--- src/sv/smdrv_pkg.sv ---
// Shared types, codes and drive tables for the stepper phase driver.
`default_nettype none
package smdrv_pkg;

  localparam int unsigned SineEntries = 32;
  localparam int unsigned IdxW        = $clog2(SineEntries);
  localparam int unsigned PeriodW     = 16;
  localparam int unsigned TotalW      = 32;
  localparam int unsigned TickW       = 32;

  localparam logic [1:0] OP_FORWARD = 2'd0;
  localparam logic [1:0] OP_REVERSE = 2'd1;
  localparam logic [1:0] OP_BRAKE   = 2'd2;
  localparam logic [1:0] OP_COAST   = 2'd3;

  localparam logic [1:0] MODE_FULL  = 2'd0;
  localparam logic [1:0] MODE_HALF  = 2'd1;
  localparam logic [1:0] MODE_MICRO = 2'd2;

  localparam logic CFG_STEP_MODE   = 1'b0;
  localparam logic CFG_STEP_PERIOD = 1'b1;

  localparam logic [1:0]         ModeReset   = MODE_MICRO;
  localparam logic [PeriodW-1:0] PeriodReset = 16'd1000;

  // coils: [3] a_plus, [2] a_minus, [1] b_plus, [0] b_minus
  typedef struct packed {
    logic [3:0]        coils;
    logic              stepped;
    logic [IdxW-1:0]   phase;
    logic [TotalW-1:0] total;
  } smdrv_res_t;

  function automatic logic [7:0] sine_lut(input logic [IdxW-1:0] i);
    logic [7:0] v;
    unique case (i)
      5'd0:  v = 8'd128;
      5'd1:  v = 8'd152;
      5'd2:  v = 8'd176;
      5'd3:  v = 8'd198;
      5'd4:  v = 8'd218;
      5'd5:  v = 8'd234;
      5'd6:  v = 8'd245;
      5'd7:  v = 8'd253;
      5'd8:  v = 8'd255;
      5'd9:  v = 8'd253;
      5'd10: v = 8'd245;
      5'd11: v = 8'd234;
      5'd12: v = 8'd218;
      5'd13: v = 8'd198;
      5'd14: v = 8'd176;
      5'd15: v = 8'd152;
      5'd16: v = 8'd128;
      5'd17: v = 8'd103;
      5'd18: v = 8'd79;
      5'd19: v = 8'd57;
      5'd20: v = 8'd37;
      5'd21: v = 8'd21;
      5'd22: v = 8'd10;
      5'd23: v = 8'd2;
      5'd24: v = 8'd0;
      5'd25: v = 8'd2;
      5'd26: v = 8'd10;
      5'd27: v = 8'd21;
      5'd28: v = 8'd37;
      5'd29: v = 8'd57;
      5'd30: v = 8'd79;
      default: v = 8'd103;
    endcase
    return v;
  endfunction

  function automatic logic [3:0] full_row(input logic [1:0] i);
    logic [3:0] r;
    unique case (i)
      2'd0: r = 4'b1010;
      2'd1: r = 4'b0110;
      2'd2: r = 4'b0101;
      default: r = 4'b1001;
    endcase
    return r;
  endfunction

  function automatic logic [3:0] half_row(input logic [2:0] i);
    logic [3:0] r;
    unique case (i)
      3'd0: r = 4'b1010;
      3'd1: r = 4'b0010;
      3'd2: r = 4'b0110;
      3'd3: r = 4'b0100;
      3'd4: r = 4'b0101;
      3'd5: r = 4'b0001;
      3'd6: r = 4'b1001;
      default: r = 4'b1000;
    endcase
    return r;
  endfunction

endpackage
`default_nettype wire

--- src/sv/smdrv_levels.sv ---
// Coil drive levels from step mode, phase index and PWM counter.
`default_nettype none
module smdrv_levels
  import smdrv_pkg::*;
(
  input  logic [1:0]      mode_i,
  input  logic [IdxW-1:0] idx_i,
  input  logic [7:0]      pwm_i,
  output logic [3:0]      coils_o
);

  logic [7:0]      va;
  logic [7:0]      vb;
  logic [IdxW-1:0] idx_b;

  assign idx_b = idx_i + IdxW'(SineEntries / 4);
  assign va    = sine_lut(idx_i);
  assign vb    = sine_lut(idx_b);

  always_comb begin
    unique case (mode_i)
      MODE_FULL: coils_o = full_row(idx_i[1:0]);
      MODE_HALF: coils_o = half_row(idx_i[2:0]);
      default: begin
        coils_o = {pwm_i < va, pwm_i < (8'd255 - va),
                   pwm_i < vb, pwm_i < (8'd255 - vb)};
      end
    endcase
  end

endmodule
`default_nettype wire

--- src/sv/smdrv_core.sv ---
// Step timing, phase index and step total state with per-tick result logic.
`default_nettype none
module smdrv_core
  import smdrv_pkg::*;
(
  input  logic               clk_i,
  input  logic               rst_ni,
  input  logic               fire_i,
  input  logic [1:0]         mode_i,
  input  logic [PeriodW-1:0] period_i,
  input  logic [1:0]         op_i,
  input  logic               clear_i,
  output smdrv_res_t         res_o
);

  logic [TickW-1:0]  tick_q, tick_d;
  logic [TickW-1:0]  last_q, last_d;
  logic [IdxW-1:0]   idx_q, idx_d;
  logic [TotalW-1:0] total_q, total_d;

  logic [TickW-1:0]  elapsed;
  logic              drive;
  logic              step;
  logic              up;
  logic [IdxW-1:0]   mask;
  logic [IdxW-1:0]   idx_next;
  logic [TotalW-1:0] total_base;
  logic [3:0]        table_lv;

  smdrv_levels u_levels (
    .mode_i  (mode_i),
    .idx_i   (idx_q),
    .pwm_i   (tick_q[7:0]),
    .coils_o (table_lv)
  );

  always_comb begin
    unique case (mode_i)
      MODE_FULL: mask = IdxW'(3);
      MODE_HALF: mask = IdxW'(7);
      default:   mask = IdxW'(SineEntries - 1);
    endcase
  end

  assign elapsed    = tick_q - last_q;
  assign drive      = (op_i == OP_FORWARD) || (op_i == OP_REVERSE);
  assign step       = drive && (elapsed >= {{(TickW-PeriodW){1'b0}}, period_i});
  assign up         = (mode_i >= MODE_MICRO) ? (op_i == OP_REVERSE) : (op_i == OP_FORWARD);
  assign idx_next   = (up ? idx_q + IdxW'(1) : idx_q - IdxW'(1)) & mask;
  assign total_base = clear_i ? '0 : total_q;

  always_comb begin
    tick_d  = tick_q + TickW'(1);
    last_d  = step ? tick_q : last_q;
    idx_d   = step ? idx_next : idx_q;
    total_d = step ? total_base + TotalW'(1) : total_base;
  end

  always_comb begin
    unique case (op_i)
      OP_BRAKE: res_o.coils = 4'b1111;
      OP_COAST: res_o.coils = 4'b0000;
      default:  res_o.coils = table_lv;
    endcase
    res_o.stepped = step;
    res_o.phase   = idx_d;
    res_o.total   = total_d;
  end

  always_ff @(posedge clk_i or negedge rst_ni) begin
    if (!rst_ni) begin
      tick_q  <= '0;
      last_q  <= '0;
      idx_q   <= '0;
      total_q <= '0;
    end else if (fire_i) begin
      tick_q  <= tick_d;
      last_q  <= last_d;
      idx_q   <= idx_d;
      total_q <= total_d;
    end
  end

endmodule
`default_nettype wire

--- src/sv/stepper_microstep_phase_driver_top.sv ---
// Top level of the stepper phase driver: channels, config registers, pipeline registers.
//
// Usage:
//   Input channel (in_valid_i/in_ready_o) carries one tick per transaction:
//   operation_i (forward, reverse, brake, coast) and clear_total_i.
//   Output channel (out_valid_o/out_ready_i) returns one result per tick:
//   four coil levels, stepped_o, phase_now_o and step_total_o.
//   Config channel (cfg_valid_i/cfg_ready_o, cfg_index_i, cfg_data_i) writes
//   step_mode (index 0) and step_period (index 1); always ready. Write only
//   while no tick is in flight.
// Timing: a result is valid the cycle after its tick is taken from the input
//   register; the input register holds the tick while the receiver stalls.
// Throughput: one tick per cycle while the receiver is ready; the compare and step
//   logic sits between the input register and the result register.
// Reset: tick count, last step time, phase index and step total go to zero;
//   step_mode resets to microstep, step_period to 1000.
// Stall: the result register holds while out_ready_i is low; the input
//   register takes one more tick, then in_ready_o drops.
`default_nettype none
module stepper_microstep_phase_driver_top
  import smdrv_pkg::*;
(
  input  logic               clk_i,
  input  logic               rst_ni,
  input  logic               cfg_valid_i,
  output logic               cfg_ready_o,
  input  logic               cfg_index_i,
  input  logic [PeriodW-1:0] cfg_data_i,
  input  logic               in_valid_i,
  output logic               in_ready_o,
  input  logic [1:0]         operation_i,
  input  logic               clear_total_i,
  output logic               out_valid_o,
  input  logic               out_ready_i,
  output logic               coil_a_plus_o,
  output logic               coil_a_minus_o,
  output logic               coil_b_plus_o,
  output logic               coil_b_minus_o,
  output logic               stepped_o,
  output logic [IdxW-1:0]    phase_now_o,
  output logic [TotalW-1:0]  step_total_o
);

  logic [1:0]         mode_q;
  logic [PeriodW-1:0] period_q;
  logic               in_valid_q;
  logic [1:0]         op_q;
  logic               clr_q;
  logic               out_valid_q;
  smdrv_res_t         res;
  smdrv_res_t         res_q;
  logic               fire;

  assign cfg_ready_o = 1'b1;
  assign fire        = in_valid_q && (!out_valid_q || out_ready_i);
  assign in_ready_o  = !in_valid_q || fire;

  smdrv_core u_core (
    .clk_i    (clk_i),
    .rst_ni   (rst_ni),
    .fire_i   (fire),
    .mode_i   (mode_q),
    .period_i (period_q),
    .op_i     (op_q),
    .clear_i  (clr_q),
    .res_o    (res)
  );

  always_ff @(posedge clk_i or negedge rst_ni) begin
    if (!rst_ni) begin
      mode_q   <= ModeReset;
      period_q <= PeriodReset;
    end else if (cfg_valid_i) begin
      unique case (cfg_index_i)
        CFG_STEP_MODE:   mode_q   <= cfg_data_i[1:0];
        CFG_STEP_PERIOD: period_q <= cfg_data_i;
        default: ;
      endcase
    end
  end

  always_ff @(posedge clk_i or negedge rst_ni) begin
    if (!rst_ni) begin
      in_valid_q <= 1'b0;
    end else if (in_ready_o) begin
      in_valid_q <= in_valid_i;
    end
  end

  always_ff @(posedge clk_i) begin
    if (in_ready_o && in_valid_i) begin
      op_q  <= operation_i;
      clr_q <= clear_total_i;
    end
  end

  always_ff @(posedge clk_i or negedge rst_ni) begin
    if (!rst_ni) begin
      out_valid_q <= 1'b0;
    end else if (fire) begin
      out_valid_q <= 1'b1;
    end else if (out_ready_i) begin
      out_valid_q <= 1'b0;
    end
  end

  always_ff @(posedge clk_i) begin
    if (fire) begin
      res_q <= res;
    end
  end

  assign out_valid_o    = out_valid_q;
  assign coil_a_plus_o  = res_q.coils[3];
  assign coil_a_minus_o = res_q.coils[2];
  assign coil_b_plus_o  = res_q.coils[1];
  assign coil_b_minus_o = res_q.coils[0];
  assign stepped_o      = res_q.stepped;
  assign phase_now_o    = res_q.phase;
  assign step_total_o   = res_q.total;

  a_fire_gives_result: assert property (@(posedge clk_i) disable iff (!rst_ni)
    fire |=> out_valid_o)
    else $error("tick taken but no result presented");

  a_brake_levels: assert property (@(posedge clk_i) disable iff (!rst_ni)
    fire && (op_q == OP_BRAKE) |=>
      coil_a_plus_o && coil_a_minus_o && coil_b_plus_o && coil_b_minus_o && !stepped_o)
    else $error("brake tick must drive all high without stepping");

  a_coast_levels: assert property (@(posedge clk_i) disable iff (!rst_ni)
    fire && (op_q == OP_COAST) |=>
      !coil_a_plus_o && !coil_a_minus_o && !coil_b_plus_o && !coil_b_minus_o && !stepped_o)
    else $error("coast tick must drive all low without stepping");

  a_full_step_wrap: assert property (@(posedge clk_i) disable iff (!rst_ni)
    out_valid_o && stepped_o && (mode_q == MODE_FULL) |-> (phase_now_o[4:2] == 3'd0))
    else $error("full step index left four-row range");

endmodule
`default_nettype wire

--- config.mk ---
export PLATFORM = sky130hd
export DESIGN_NAME = stepper_microstep_phase_driver_top
export DESIGN_NICKNAME = d
export VERILOG_FILES = /design/src/sv/smdrv_pkg.sv /design/src/sv/smdrv_levels.sv /design/src/sv/smdrv_core.sv /design/src/sv/stepper_microstep_phase_driver_top.sv
export SDC_FILE = /design/constraint.sdc
export NUM_CORES = 1
export LEC_CHECK = 0
export BUFFER_PORTS_ARGS = -buffer_cell sky130_fd_sc_hd__buf_2
export CORE_MARGIN = 4
export CORE_UTILIZATION = 40
export CTS_BUF_LIST = sky130_fd_sc_hd__clkbuf_4
export CTS_CLUSTER_DIAMETER = 40
export DETAILED_ROUTE_END_ITERATION = 10
export SYNTH_ARGS = -nofsm -noshare
export SYNTH_HDL_FRONTEND = slang
export SYNTH_SLANG_ARGS = --single-unit
--- constraint.sdc ---
create_clock -name clk_i -period 5.75 [get_ports clk_i]
set_input_delay 0.575 -clock clk_i [delete_from_list [all_inputs] [get_ports clk_i]]
set_output_delay 0.575 -clock clk_i [all_outputs]
set_load 0.05 [all_outputs]
# Word level (Yosys, flattened, before mapping)
# Memory sizes are Yosys's and may differ from the RTL's.
# Index checks and enable logic that the tools add are counted.
# op_classes
n_addsub	8
n_lt_le_gt_ge	6
eq_ne	12
muxes	12
bitwise	2
reduce_logical	16
# op_table
cell	count
adder 32 x 1 -> 32 bit (second input constant)	2
two-way mux 32 bit	2
>= comparator 32 x 16 -> 1 bit	1
less-than comparator 8 bit	4
subtractor 32 bit	1
case mux 4 bit (7 select lines)	1
case mux 4 bit (2 select lines)	2
subtractor 8 bit (first input constant)	2
case mux 4 bit (3 select lines)	1
two-way mux 5 bit	2
case mux 5 bit (2 select lines)	1
== test 3 bit (second input constant)	3
== test 2 x 1 -> 1 bit (second input constant)	3
== test 2 bit (second input constant)	3
== test 3 x 2 -> 1 bit (second input constant)	2
logical NOT 2 bit	3
AND reduction 2 bit	3
adder 5 x 1 -> 5 bit (second input constant)	1
adder 5 x 4 -> 5 bit (second input constant)	1
AND 5 bit	1
subtractor 5 x 1 -> 5 bit (second input constant)	1
== test 3 x 1 -> 1 bit (second input constant)	1
logical AND 1 bit	3
logical NOT 3 bit	1
6 further kinds	11
# totals
ff_bits	166
mem_bits_ro	512
in_bits	25
out_inout_bits	45
word_cells	72
memories	2
# memory_table
name	depth	width	rd	rd_ports_with_merged_regs	write_ports	line	rtl
(no name shown)	32	8	1	0	0	smdrv_pkg.sv:36	unique case (i)
(no name shown)	32	8	1	0	0	smdrv_pkg.sv:36	

# Depth between registers and ports, before layout
# An unclocked memory read counts as a cell.
# logic_depth
word_depth	6
ltp_mapped	27
depth_no_buf	24

# By module
# A second synthesis with hierarchy kept.
# hier_totals
hier_cells	1303
area_unflattened_um2	11997.8
# by_module_without_submodules
module	n_inst	cells_per_inst	area_each_um2	seq_area_each_um2
smdrv_core	1	957	8026.4	2527.4
stepper_microstep_phase_driver_top	1	94	2174.6	1860.5
smdrv_levels	1	252	1796.7	0.0

# Worst setup path after synthesis
# No wires, ideal clock.
# synth_timing
path_kind	reg-to-reg
startpoint	register u_core.tick_q[0]
endpoint	register res_q (netlist bit step_total_o[1]) (data pin)
setup_ns	0.254
arrival_ns	4.302
t_required_ns	5.496
slack_ns	1.194
stages_incl_launch_ff	27
path_buffers	3
period_less_slack_ns	4.556
cell_sequence	dfrtp_1 -> inv_1 -> ha_1 -> fa_1 -> nor2b_1 -> o2111a_1 -> nor2_1 -> nor2_1 -> o21ai_0 -> nand2b_1 -> a21oi_1 -> xnor2_1 -> ha_1 -> a21o_1 -> a21oi_1 -> nor2_1 -> nor4_1 -> o311ai_0 -> a2111oi_0 -> and4_1 -> buf_4 -> nand2_4 -> nand2_2 -> inv_2 -> buf_2 -> buf_2 -> a21o_1
# synth_lines
item	line	rtl
start: declaration	smdrv_core.sv:16	logic [TickW-1:0] tick_q, tick_d;
start signal: assignment	smdrv_core.sv:77	tick_q <= tick_d;
end signal: assignment	stepper_microstep_phase_driver_top.sv:109	res_q <= res;
end: declaration	stepper_microstep_phase_driver_top.sv:51	smdrv_res_t res_q;

# Worst setup path after layout
# layout_timing
startpoint	register u_core.tick_q[0]
endpoint	register u_core.total_q[5]
# layout_via
elab_chain_cells	4
# layout_lines
item	line	rtl
subtractor 32 bit	smdrv_core.sv:45	assign elapsed = tick_q - last_q;
>= comparator 32 x 16 -> 1 bit	smdrv_core.sv:47	assign step = drive && (elapsed >= {{(TickW-PeriodW){1'b0}}, period_i});
logical AND 1 bit	smdrv_core.sv:47	
two-way mux 32 bit	smdrv_core.sv:56	total_d = step ? total_base + TotalW'(1) : total_base;
end signal: assignment	smdrv_core.sv:80	total_q <= total_d;
end: declaration	smdrv_core.sv:19	logic [TotalW-1:0] total_q, total_d;
# Every way passes these cells.
# A chain may end at the register's enable or synchronous reset.

==> flow_metrics.tcl <==
set metrics [dict create \
    status "complete, no violations" \
    start_util 0.4100 \
    drcViolationCount 0 \
    io_buffer_count 68 \
    gp_congestion 0.8873 \
    firstDrtPassIters 5 \
    maxSlewViolCount 0 \
    areaGrowthSynthToFinish_pct 9.037 \
    core_um2 28160 \
    wl_per_cell_um 16.02 \
    grt_usage 0.1774 \
    cellPowerDensity_nw_per_um2 440.9 \
    peakVddDrop_mv 0.1617 \
    fmax_ghz 0.1906 \
    grt_max_degree 81 \
    grt_pass1_vias 9091 \
    worst-endpoint-required_ps 6250 \
    avgSynthCellArea_um2 8.972 \
    wirelength_mm 27.66 \
    tightestPinTransition_ps 832.0 \
    p_int_uw 3056 \
    drive_above_1_share 0.1330 \
    hold_class "in2async" \
    synth-edff-count 45 \
    whs_ps 25.74 \
    crit_path_start_kind "flip-flop" \
    worstSetupEndpointType "flip-flop" \
    cts_setup_buffers 0 \
    fin_worst_skew_ps 37.45 \
    rsz0062_at_grt "false" \
    syn_nets 1400 \
    yosysMostFrequentCell "nand2_1" \
    crit_arrival_ps 5750 \
    die_x_um 177.9 \
    cts_max_level 4 \
    ys_ff_latch 166 \
    synth_commonest_cells "128 x nand2_1, 114 x dfrtp_1, 98 x inv_1, 86 x ha_1, 81 x nor2_1" \
    insertion_delay_ps 590 \
    numCtsBuffers 17 \
    max_slew_margin 0.4454 \
    pin_count 70 \
    overflow 0 \
    max_cap_viol_count 0 \
    cts_resized 0 \
    grt_pass1_wl_mm 46.10 \
    cp_max_fo 23 \
    combPwrFrac 0.583 \
    syn_inst 1287 \
    p_clk_frac 0.144 \
    synth_area_leader_cell "dfrtp_1" \
    fin_setup_tns_ps 0 \
    die_height_um 177.9 \
    syn_area_um2 11550 \
    dieArea_um2 31650 \
    synth_cell_types 92 \
    drtIter0Drc 856 \
    synthTopCellsByArea "dfrtp_1 25%, edfxtp_1 12%, ha_1 9.3%" \
    clock-sinks 166 \
    rows 61 \
    cts_hold_buf 0 \
    synthFlopType "dfrtp_1" \
    route.vias.total 9543 \
    dp.final_hpwl_mm 19.80 \
    p_sw_frac 0.4495 \
    avgViaCountPerCell 5.529 \
    switching_power_uw 2495 \
    fin_crit_ps 5247 \
    critical_path_class "reg2reg" \
    period_share 0.9125 \
    cts_tree "done" \
    setup_viol 0 \
    finalHoldViolCount 0 \
    synth-async-reset-ratio 0.7289 \
    clk_pin_slew_ps 180 \
    cts.path.max_buffers 2 \
    root_buffer "clkbuf_4" \
    drtAntennaViolNets 0 \
    leakage_uw 0.005885 \
    yosys_warnings 0 \
    ys_seq_area_frac 0.3800 \
    synth.top_cell.area_share 0.2470 \
    layout.nets 1446 \
    antenna_found_initial 1 \
    seqPwrFrac 0.273 \
]
-- area by class of cell --
cell class                 instances  area [µm²]
sequential                       166        4388
inverter                         100       376.6
timing repair buffer              89       516.7
multi-input combinational        959        6502
clock inverter                    13       186.4
antenna                            2       5.005
fill                            2794       15570
clock buffer                      19       142.6
tap                              378       473.0
-- logic make-up (layout without fill, tap and decap cells) --
| family | after synthesis | in the layout | synth area share |
|---|---|---|---|
| buffers and inverters | 162 | 221 | 0.05753 |
| and+or+nand+nor | 455 | 455 | 0.1989 |
| AOI/OAI and AO/OA | 310 | 310 | 0.1811 |
| muxes | 29 | 29 | 0.02785 |
| other | 1 | 3 | 0.0003248 |
| xor gates and xnor gates | 76 | 76 | 0.05764 |
| DFF | 166 | 166 | 0.3800 |
| adders and majority gates | 88 | 88 | 0.09665 |
-- power by group through the flow --
stage | clock network, µW | logic (µW) | registers, µW
floorplan | 0 | 2380 | 1650
global placement | 0 | 3170 | 1540
detailed placement | 0 | 3210 | 1540
CTS | 825 | 3230 | 1520
global route | 868 | 3690 | 1540
finish | 798 | 3240 | 1520
-- metrics by stage --
| stage | util | instances | total power (µW) | worst slack (ps) | area [µm²] |
|---|---|---|---|---|---|
| 6_report | 0.4471 | 1726 | 5551 | 503.3 | 12590 |
| 5_1_grt | 0.4471 | 1726 | 6100 | 55.71 | 12590 |
| 4_1_cts | 0.4466 | 1724 | 5574 | 209.9 | 12580 |
| 3_5_place_dp | 0.4349 | 1692 | 4750 | 203.3 | 12250 |
| 3_3_place_gp | 0.4349 | 1692 | 4715 | 319.6 | 12250 |
| 2_1_floorplan | - | 1287 | 4037 | 1194 | 11550 |
-- final timing paths --
| check | startpoint | end | slack (ps) | cells after the start |
|---|---|---|---|---|
| worst max-delay path | u_core.tick_q[0]$_DFFE_PN0P_ | u_core.total_q[5]$_DFFE_PN0P_ | 500 | 25 |
| worst min-delay path | rst_ni | u_core.last_q[26]$_DFFE_PN0P_ | 30 | 1 |
| worst max register to register | u_core.tick_q[0]$_DFFE_PN0P_ | u_core.total_q[5]$_DFFE_PN0P_ | 500 | 25 |
| worst min register to register | in_valid_q$_DFFE_PN0N_ | out_valid_o$_DFFE_PN0P_ | 520 | 1 |
| max in group asynchronous | rst_ni | u_core.tick_q[10]$_DFFE_PN0P_ | 4680 | 2 |
| min in group clk_i | operation_i[0] | op_q[0]$_DFFE_PP_ | 180 | 1 |
-- worst max-delay path, cell delays in order (launching register included) --
cell and delay [ps]:
dfrtp_1 380, inv_1 100, ha_1 240, fa_1 410, nor2b_1 180, o2111a_1 240, nor2_1 80, nor2_1 130
o21ai_0 100, nand2b_1 80, a21oi_1 80, xnor2_1 150, ha_1 300, a21o_1 160, a21oi_1 160, nor2_1 60
nor4_1 270, o311ai_0 210, a2111oi_2 300, and4_2 400, nand2_4 130, nand2_2 120, inv_2 160, buf_4 260
and2_1 180, a221o_1 310
-- routing by layer --
layer,routed length [µm],part of all wire,vias up,global-route usage
met1,13760,0.50,4594,0.2606
met4,332,0.012,0,0.04222
met2,12420,0.45,206,0.2751
met3,1144,0.041,18,0.02748
met5,0,0,-,0
li1,-,-,4725,-
-- registers in the layout, indices dropped and copies added (netlist names), 2 cells and up --
register,flops
mode_q,2
u_core.last_q,32
op_q,2
step_total_o,32
u_core.tick_q,32
phase_now_o,5
u_core.total_q,32
u_core.idx_q,5
period_q,16
-- placed cells by master, fill, tap and decap left out, types with 17 or more instances in the layout --
cell	n
a21o_1	23
a21oi_1	69
and3_1	37
buf_2	67
buf_4	20
clkbuf_4	19
dfrtp_1	114
edfxtp_1	45
ha_1	86
inv_1	97
mux2_2	21
nand2_1	128
nand3_1	65
nand4_1	33
nor2_1	81
nor2b_1	17
nor3_1	28
o21a_1	18
o21ai_0	46
o21ai_1	31
xnor2_1	60
No activity file was read; power rests on OpenSTA's default activity.
